===== src/sv/sxd_pkg.sv =====
// Shared types and constants for the serial output expander driver.
`default_nettype none

package sxd_pkg;

    // Default for the largest number of chained 8-bit registers (MAX_CHAIN).
    localparam int MAX_CHAIN_DEF = 8;

    // Width of the chain length register.
    localparam int CHAIN_W = 4;

    // Number of pending apply requests held between the command and shift sides.
    localparam int QUEUE_DEPTH = 2;

    // Bits per chained register.
    localparam int REG_BITS = 8;

    typedef enum logic [2:0] {
        OP_SET_APPLY    = 3'd0,
        OP_SET          = 3'd1,
        OP_SET_ALL_APPLY = 3'd2,
        OP_SET_ALL      = 3'd3,
        OP_TOGGLE_APPLY = 3'd4,
        OP_APPLY        = 3'd5
    } opcode_t;

endpackage

`default_nettype wire


===== src/sv/serial_output_expander_driver_top.sv =====
// Top level of the serial output expander driver.
//
// The block keeps a shadow image of up to MAX_CHAIN*8 output pins for a daisy
// chain of 8-bit serial-in parallel-out registers. Commands arrive on the
// in_valid/in_ready channel (opcode, pin_index, level), one command per
// transfer. Every command is handled in the cycle it is accepted; commands
// that apply the image queue a snapshot of it for the shift side.
// The shift side loads a snapshot into its single shift register, which then
// emits one bit per output transfer on out_valid/out_ready, highest pin first.
// Each snapshot is registered in the queue and then in the shift register before
// its first bit is offered. The last bit of each run (pin 0) carries latch_after.
// A two-entry request queue sits between the sides, so further commands are
// accepted while a run is in progress until two runs are pending.
// When the receiver stalls, the current bit is held in the output register
// and shifting pauses; in_ready drops only when the queue is full.
// Reset clears the pin image to all low, sets the chain length to one and empties
// the queue. The chain length, written via cfg_write_en/cfg_write_data, is clamped
// to 1..MAX_CHAIN; the user must write it only while idle, unenforced by the block.
`default_nettype none

module serial_output_expander_driver_top #(
    parameter int MAX_CHAIN = sxd_pkg::MAX_CHAIN_DEF
) (
    input  wire logic                        clk,
    input  wire logic                        rst_n,
    input  wire logic                        cfg_write_en,
    input  wire logic [sxd_pkg::CHAIN_W-1:0] cfg_write_data,
    input  wire logic                        in_valid,
    output logic                             in_ready,
    input  wire logic [2:0]                  opcode,
    input  wire logic [5:0]                  pin_index,
    input  wire logic                        level,
    output logic                             out_valid,
    input  wire logic                        out_ready,
    output logic                             serial_data,
    output logic [5:0]                       bit_position,
    output logic                             latch_after
);
    import sxd_pkg::*;

    localparam int IMG_W   = MAX_CHAIN * REG_BITS;
    localparam int ENTRY_W = IMG_W + CHAIN_W;

    logic               push;
    logic [IMG_W-1:0]   push_img;
    logic [CHAIN_W-1:0] push_chain;
    logic               full;
    logic               empty;
    logic               pop;
    logic [ENTRY_W-1:0] pop_data;

    // The command side updates the image and raises push for each apply.
    sxd_front #(
        .MAX_CHAIN (MAX_CHAIN)
    ) u_front (
        .clk            (clk),
        .rst_n          (rst_n),
        .cfg_write_en   (cfg_write_en),
        .cfg_write_data (cfg_write_data),
        .in_valid       (in_valid),
        .in_ready       (in_ready),
        .opcode         (opcode),
        .pin_index      (pin_index),
        .level          (level),
        .full           (full),
        .push           (push),
        .push_img       (push_img),
        .push_chain     (push_chain)
    );

    // Each queue entry holds the image snapshot and the chain length in use.
    sxd_queue #(
        .WIDTH (ENTRY_W),
        .DEPTH (QUEUE_DEPTH)
    ) u_queue (
        .clk       (clk),
        .rst_n     (rst_n),
        .push      (push),
        .push_data ({push_chain, push_img}),
        .pop       (pop),
        .pop_data  (pop_data),
        .full      (full),
        .empty     (empty)
    );

    // The shift side drains one request at a time into the output register.
    sxd_back #(
        .MAX_CHAIN (MAX_CHAIN)
    ) u_back (
        .clk          (clk),
        .rst_n        (rst_n),
        .q_valid      (!empty),
        .q_img        (pop_data[IMG_W-1:0]),
        .q_chain      (pop_data[ENTRY_W-1:IMG_W]),
        .pop          (pop),
        .out_valid    (out_valid),
        .out_ready    (out_ready),
        .serial_data  (serial_data),
        .bit_position (bit_position),
        .latch_after  (latch_after)
    );

endmodule

`default_nettype wire


===== src/sv/sxd_front.sv =====
// Command side: chain length register, pin image and apply request generation.
`default_nettype none

module sxd_front #(
    parameter int MAX_CHAIN = sxd_pkg::MAX_CHAIN_DEF
) (
    input  wire logic                                    clk,
    input  wire logic                                    rst_n,
    input  wire logic                                    cfg_write_en,
    input  wire logic [sxd_pkg::CHAIN_W-1:0]             cfg_write_data,
    input  wire logic                                    in_valid,
    output logic                                         in_ready,
    input  wire logic [2:0]                              opcode,
    input  wire logic [5:0]                              pin_index,
    input  wire logic                                    level,
    input  wire logic                                    full,
    output logic                                         push,
    output logic [MAX_CHAIN*sxd_pkg::REG_BITS-1:0]       push_img,
    output logic [sxd_pkg::CHAIN_W-1:0]                  push_chain
);
    import sxd_pkg::*;

    localparam int IMG_W = MAX_CHAIN * REG_BITS;

    logic [CHAIN_W-1:0] chain_reg;
    logic [CHAIN_W-1:0] chain_next;
    logic [IMG_W-1:0]   img_reg;
    logic [IMG_W-1:0]   img_next;
    logic [6:0]         total_bits;
    logic               in_range;
    logic               accept;
    logic               do_apply;

    assign in_ready   = !full;
    assign accept     = in_valid && in_ready;
    assign total_bits = {chain_reg, 3'b000};
    assign in_range   = {1'b0, pin_index} < total_bits;

    // Written values are clamped into the supported chain range.
    always_comb
    begin
        if (cfg_write_data == '0)
            chain_next = CHAIN_W'(1);
        else if (cfg_write_data > CHAIN_W'(MAX_CHAIN))
            chain_next = CHAIN_W'(MAX_CHAIN);
        else
            chain_next = cfg_write_data;
    end

    always_comb
    begin
        img_next = img_reg;
        do_apply = 1'b0;
        if (accept)
        begin
            case (opcode_t'(opcode))
                OP_SET_APPLY, OP_SET:
                begin
                    if (in_range)
                    begin
                        for (int i = 0; i < IMG_W; i++)
                        begin
                            if (pin_index == 6'(i))
                                img_next[i] = level;
                        end
                        do_apply = (opcode_t'(opcode) == OP_SET_APPLY);
                    end
                end
                OP_SET_ALL_APPLY, OP_SET_ALL:
                begin
                    for (int r = 0; r < MAX_CHAIN; r++)
                    begin
                        if (CHAIN_W'(r) < chain_reg)
                            img_next[r*REG_BITS +: REG_BITS] = {REG_BITS{level}};
                    end
                    do_apply = (opcode_t'(opcode) == OP_SET_ALL_APPLY);
                end
                OP_TOGGLE_APPLY:
                begin
                    if (in_range)
                    begin
                        for (int i = 0; i < IMG_W; i++)
                        begin
                            if (pin_index == 6'(i))
                                img_next[i] = !img_reg[i];
                        end
                        do_apply = 1'b1;
                    end
                end
                OP_APPLY:
                begin
                    do_apply = 1'b1;
                end
                default:
                begin
                    do_apply = 1'b0;
                end
            endcase
        end
    end

    assign push       = do_apply;
    assign push_img   = img_next;
    assign push_chain = chain_reg;

    always_ff @(posedge clk or negedge rst_n)
    begin
        if (!rst_n)
        begin
            chain_reg <= CHAIN_W'(1);
            img_reg   <= '0;
        end
        else
        begin
            img_reg <= img_next;
            if (cfg_write_en)
                chain_reg <= chain_next;
        end
    end

    chain_in_range_a: assert property (@(posedge clk) disable iff (!rst_n)
        chain_reg >= CHAIN_W'(1) && chain_reg <= CHAIN_W'(MAX_CHAIN))
        else $error("chain length register outside supported range");

    ignored_pin_no_apply_a: assert property (@(posedge clk) disable iff (!rst_n)
        accept && !in_range &&
        (opcode_t'(opcode) == OP_SET_APPLY || opcode_t'(opcode) == OP_TOGGLE_APPLY)
        |-> !push)
        else $error("apply requested for a pin outside the chain");

endmodule

`default_nettype wire


===== src/sv/sxd_queue.sv =====
// Short queue of pending apply requests between the command and shift sides.
`default_nettype none

module sxd_queue #(
    parameter int WIDTH = 68,
    parameter int DEPTH = sxd_pkg::QUEUE_DEPTH
) (
    input  wire logic             clk,
    input  wire logic             rst_n,
    input  wire logic             push,
    input  wire logic [WIDTH-1:0] push_data,
    input  wire logic             pop,
    output logic [WIDTH-1:0]      pop_data,
    output logic                  full,
    output logic                  empty
);
    localparam int PTR_W = (DEPTH > 1) ? $clog2(DEPTH) : 1;
    localparam int CNT_W = $clog2(DEPTH + 1);

    logic [WIDTH-1:0] mem [DEPTH];
    logic [PTR_W-1:0] wr_ptr_reg;
    logic [PTR_W-1:0] rd_ptr_reg;
    logic [CNT_W-1:0] count_reg;
    logic             do_push;
    logic             do_pop;

    assign full     = (count_reg == CNT_W'(DEPTH));
    assign empty    = (count_reg == '0);
    assign do_push  = push && !full;
    assign do_pop   = pop && !empty;
    assign pop_data = mem[rd_ptr_reg];

    always_ff @(posedge clk)
    begin
        if (do_push)
            mem[wr_ptr_reg] <= push_data;
    end

    always_ff @(posedge clk or negedge rst_n)
    begin
        if (!rst_n)
        begin
            wr_ptr_reg <= '0;
            rd_ptr_reg <= '0;
            count_reg  <= '0;
        end
        else
        begin
            if (do_push)
                wr_ptr_reg <= (wr_ptr_reg == PTR_W'(DEPTH - 1)) ? '0 : wr_ptr_reg + 1'b1;
            if (do_pop)
                rd_ptr_reg <= (rd_ptr_reg == PTR_W'(DEPTH - 1)) ? '0 : rd_ptr_reg + 1'b1;
            if (do_push && !do_pop)
                count_reg <= count_reg + 1'b1;
            else if (do_pop && !do_push)
                count_reg <= count_reg - 1'b1;
        end
    end

    no_overflow_a: assert property (@(posedge clk) disable iff (!rst_n)
        !(push && full))
        else $error("apply request pushed into a full queue");

    no_underflow_a: assert property (@(posedge clk) disable iff (!rst_n)
        !(pop && empty))
        else $error("apply request popped from an empty queue");

endmodule

`default_nettype wire


===== src/sv/sxd_back.sv =====
// Shift side: loads an image snapshot and emits it one bit per transfer.
`default_nettype none

module sxd_back #(
    parameter int MAX_CHAIN = sxd_pkg::MAX_CHAIN_DEF
) (
    input  wire logic                                clk,
    input  wire logic                                rst_n,
    input  wire logic                                q_valid,
    input  wire logic [MAX_CHAIN*sxd_pkg::REG_BITS-1:0] q_img,
    input  wire logic [sxd_pkg::CHAIN_W-1:0]         q_chain,
    output logic                                     pop,
    output logic                                     out_valid,
    input  wire logic                                out_ready,
    output logic                                     serial_data,
    output logic [5:0]                               bit_position,
    output logic                                     latch_after
);
    import sxd_pkg::*;

    localparam int IMG_W = MAX_CHAIN * REG_BITS;

    typedef enum logic {
        ST_IDLE,
        ST_SHIFT
    } state_t;

    state_t           state_reg;
    logic [IMG_W-1:0] sreg_reg;
    logic [5:0]       pos_reg;
    logic             out_valid_reg;
    logic             sd_reg;
    logic [5:0]       bp_reg;
    logic             la_reg;
    logic [6:0]       total_bits;
    logic [6:0]       align_amt;
    logic             out_free;

    assign total_bits = {q_chain, 3'b000};
    assign align_amt  = 7'(IMG_W) - total_bits;
    assign out_free   = !out_valid_reg || out_ready;
    assign pop        = (state_reg == ST_IDLE) && q_valid;

    assign out_valid    = out_valid_reg;
    assign serial_data  = sd_reg;
    assign bit_position = bp_reg;
    assign latch_after  = la_reg;

    always_ff @(posedge clk or negedge rst_n)
    begin
        if (!rst_n)
        begin
            state_reg     <= ST_IDLE;
            sreg_reg      <= '0;
            pos_reg       <= '0;
            out_valid_reg <= 1'b0;
            sd_reg        <= 1'b0;
            bp_reg        <= '0;
            la_reg        <= 1'b0;
        end
        else
        begin
            case (state_reg)
                ST_IDLE:
                begin
                    // The last bit of a run stays offered until it is taken.
                    if (out_valid_reg && out_ready)
                        out_valid_reg <= 1'b0;
                    if (q_valid)
                    begin
                        // Highest pin in use lands in the top bit.
                        sreg_reg  <= q_img << align_amt;
                        pos_reg   <= 6'(total_bits - 7'd1);
                        state_reg <= ST_SHIFT;
                    end
                end
                ST_SHIFT:
                begin
                    if (out_free)
                    begin
                        out_valid_reg <= 1'b1;
                        sd_reg        <= sreg_reg[IMG_W-1];
                        bp_reg        <= pos_reg;
                        la_reg        <= (pos_reg == '0);
                        sreg_reg      <= sreg_reg << 1;
                        pos_reg       <= pos_reg - 1'b1;
                        if (pos_reg == '0)
                            state_reg <= ST_IDLE;
                    end
                end
                default:
                begin
                    state_reg <= ST_IDLE;
                end
            endcase
        end
    end

    latch_on_pin_zero_a: assert property (@(posedge clk) disable iff (!rst_n)
        out_valid_reg |-> (la_reg == (bp_reg == '0)))
        else $error("latch mark does not match pin zero");

    pop_starts_shift_a: assert property (@(posedge clk) disable iff (!rst_n)
        pop |=> state_reg == ST_SHIFT)
        else $error("popped request did not start a shift run");

endmodule

`default_nettype wire

===== config.mk =====
export PLATFORM = sky130hd
export DESIGN_NAME = serial_output_expander_driver_top
export DESIGN_NICKNAME = d
export VERILOG_FILES = /design/src/sv/sxd_pkg.sv /design/src/sv/serial_output_expander_driver_top.sv /design/src/sv/sxd_front.sv /design/src/sv/sxd_queue.sv /design/src/sv/sxd_back.sv
export SDC_FILE = /design/constraint.sdc
export NUM_CORES = 1
export LEC_CHECK = 0
export BUFFER_PORTS_ARGS = -buffer_cell sky130_fd_sc_hd__buf_4
export CORE_MARGIN = 2
export CORE_UTILIZATION = 40
export DETAILED_ROUTE_END_ITERATION = 6
export PLACE_DENSITY_LB_ADDON = 0.08
export SLEW_MARGIN = 30
export SYNTH_ARGS = -nofsm -noshare
export SYNTH_HDL_FRONTEND = slang
export SYNTH_SLANG_ARGS = --single-unit

===== constraint.sdc =====
create_clock -name clk -period 8.6 [get_ports clk]
set_input_delay 1.72 -clock clk [delete_from_list [all_inputs] [get_ports clk]]
set_output_delay 1.72 -clock clk [all_outputs]
set_load 0.02 [all_outputs]

==> metrics.txt <==
maximum clock insertion buffer count 3; final setup vio count 0; setup bufs post-CTS 0; share of post-route cells with drive strength above 1 0.117; CTS buffer count 34; sw frac 0.362; Hold Path Depth 2; Mapped Cells 1,474; minimum clock period 4980 ps; syn nets 1,499; Largest register FFs 136; Routed WL 47,600 um; CP cell instances buf_4 > mux2_2 > inv_1 > ha_2 > buf_4 > clkinv_1 > buf_4 > mux4_2 > o22a_1 > o21ai_0; Critical Path End Type flip-flop; largest net degree at the start of global routing 85; CP max stage delay 790 ps; clk slew on worst S/H paths 60 ps; RSZ-0062 raised after global routing no; row count 71; CP Buf/Inv Count 5; Initial Util 0.404; clk sinks 288; # hold bufs at CTS 0; initial antenna violation count 1; via count 12,100; leakage power 6.03 nW; ys flop type dfrtp_1; nets 1,463; Synth warnings 0; Comb power frac 0.309; CP most frequent cell buf_4; Max Clk Rate 201 MHz; period utilisation layout 0.579; Slew HR 0.308; NetSw 1.84 mW; cell area power density 301 nW/um^2; post-route ant nets 0; post-CTS resize count 0; gr ovfl total 0; required time worst endpoint 9050 ps; mapped cell area 15,100 um^2; Die Wd 198 um; Distinct cells, synth 64; register area 7890 um^2; WHS 478 ps; vias in the first global route 11,400; Fin Setup TNS 0 ps; Worst R2R Path Depth 10; router iterations before antenna repair 5; area of the core 37,400 um^2; P&R area growth vs syn 11.9%; Final Max Tran Viols 0; multi-input logic area 6790 um^2; initial DRC count 1,483; CP Depth 10; drt wl/cell 24.1 um; Max FO, Critical Path 68; RePlAce Congestion 0.868; io pins 29; Peak VDD IR 0.000125 V; Via density 6.14; Yosys top cell by area edfxtp_1; Hold Path Class reg -> reg; CTS root buf clkbuf_16; CP Class reg -> reg; Port Buffers 28; MaxCap Viol Count 0; critical path launch point type flip-flop; Worst EP arrival 5420 ps; final instance area 16,900 um^2; Post-synth EDFFs 136; Int Power 3.24 mW; most common cell after layout, fill and taps aside o21ai_0; antenna fix cells 0; Placed Instance Area 15,800 um^2; family with the most delay on the worst path buffers and inverters; sequential area share after synthesis 0.522; Remaining DRCs 0; Synth top area share 0.270; slowest stage cell, crit path mux2_2; Clock H-tree levels 2; Mean Syn Cell Area 10.2 um^2; hpwl dp 31,700 um; commonest non-fill, non-tap cells in the layout o21ai_0, dfrtp_1, edfxtp_1; Layout Skew 7.27 ps; Async SR Flop Fraction 0.528; final hold vios 0; ranking of synthesized cells by area edfxtp_1, dfrtp_1, mux2i_1; Skew-Pair Late Insertion Delay 530 ps; height of the die 198 um; Slew @ Worst Pin 1030 ps; GRT Total Usage 0.246; CTS tree done; Final Power 5.08 mW; DIE AREA 39,300 um^2; Reg power frac 0.401; Clk pwr share 0.290; fillers 3,490; first-pass GRT wire length 72,700 um; outcome finished, final reports clean; number of synthesized register bits 288
## power groups by stage
stage	clock, mW	combinational [mW]	sequential (mW)
after detailed placement	0	1.55	2.05
after global routing	1.57	1.71	2.08
after global placement	0	1.52	2.05
after CTS	1.51	1.55	2.03
final	1.47	1.57	2.04
after floorplan	0	1.05	2.00
## cells in the mapped netlist (all sizes together) (3+ instances only)
cell / instances
a211o: 4
a211oi: 26
a21o: 4
a21oi: 110
a221o: 5
a22o: 6
a311oi: 7
a31oi: 62
a32o: 10
and2: 8
and3: 10
buf: 15
clkbuf: 109
dfrtp: 151
edfxtp: 136
ha: 6
inv: 10
mux2: 32
mux2i: 91
mux4: 7
nand2: 82
nand2b: 13
nand3: 29
nand3b: 3
nand4: 11
nor2: 129
nor2b: 25
nor3: 25
nor4: 20
o2111ai: 13
o211ai: 9
o21a: 7
o21ai: 178
o221ai: 24
o22a: 7
o22ai: 33
o2bb2ai: 10
o311ai: 8
o32a: 8
xnor2: 4
xor2: 4
## logic make-up after synthesis
group,Yosys count,share of synthesized area
buf+inv,135,0.0347
fa+ha+maj,6,0.00497
flops,288,0.522
xor+xnor,8,0.00464
mux,130,0.0946
simple gates,369,0.116
compound gates,538,0.223
## worst min-delay path, cell delays in order, from the launching register on
cell	delay, ps
dfrtp_1	340
nand2_1	50
o21ai_0	60
## final cells by class
| cell class | count | share of cell area |
|---|---|---|
| flip-flops and latches | 288 | 0.467 |
| multi-input cells | 1051 | 0.402 |
| clock buffers | 42 | 0.0559 |
| well taps | 511 | 0.0378 |
| repair buffers | 52 | 0.0235 |
| clock inverters | 20 | 0.0115 |
| inverters | 11 | 0.00244 |
## per-stage QoR
step                      utilization  setup WS [ps]  instances
final                           0.452           3620       1975
after global routing            0.452           3280       1975
after CTS                       0.452           3710       1975
after detailed placement        0.421           3710       1913
after global placement          0.420           3710       1913
after floorplan                     -           2400       1474
## worst paths after layout
path                                    start                     end  slack (ps)
max                        u_queue.mem[0][64]     u_back.sreg_reg[57]        3620
min                        u_back.latch_after      u_back.latch_after         480
max reg2reg                u_queue.mem[0][64]     u_back.sreg_reg[57]        3620
min reg2reg                u_back.latch_after      u_back.latch_after         480
max in group asynchronous               rst_n     u_front.img_reg[44]        6160
min in group asynchronous               rst_n  u_back.bit_position[0]        1230
## per-layer routing
| layer | share of wire | up-vias | track usage | wire length [um] |
|---|---|---|---|---|
| met4 | 0.026 | 0 | 0.0696 | 1260 |
| met5 | 0 | - | 0 | 0 |
| li1 | - | 5603 | - | - |
| met3 | 0.063 | 89 | 0.0414 | 3000 |
| met1 | 0.47 | 5959 | 0.365 | 22300 |
| met2 | 0.44 | 476 | 0.371 | 21100 |
(Power assumes the default switching activity.)
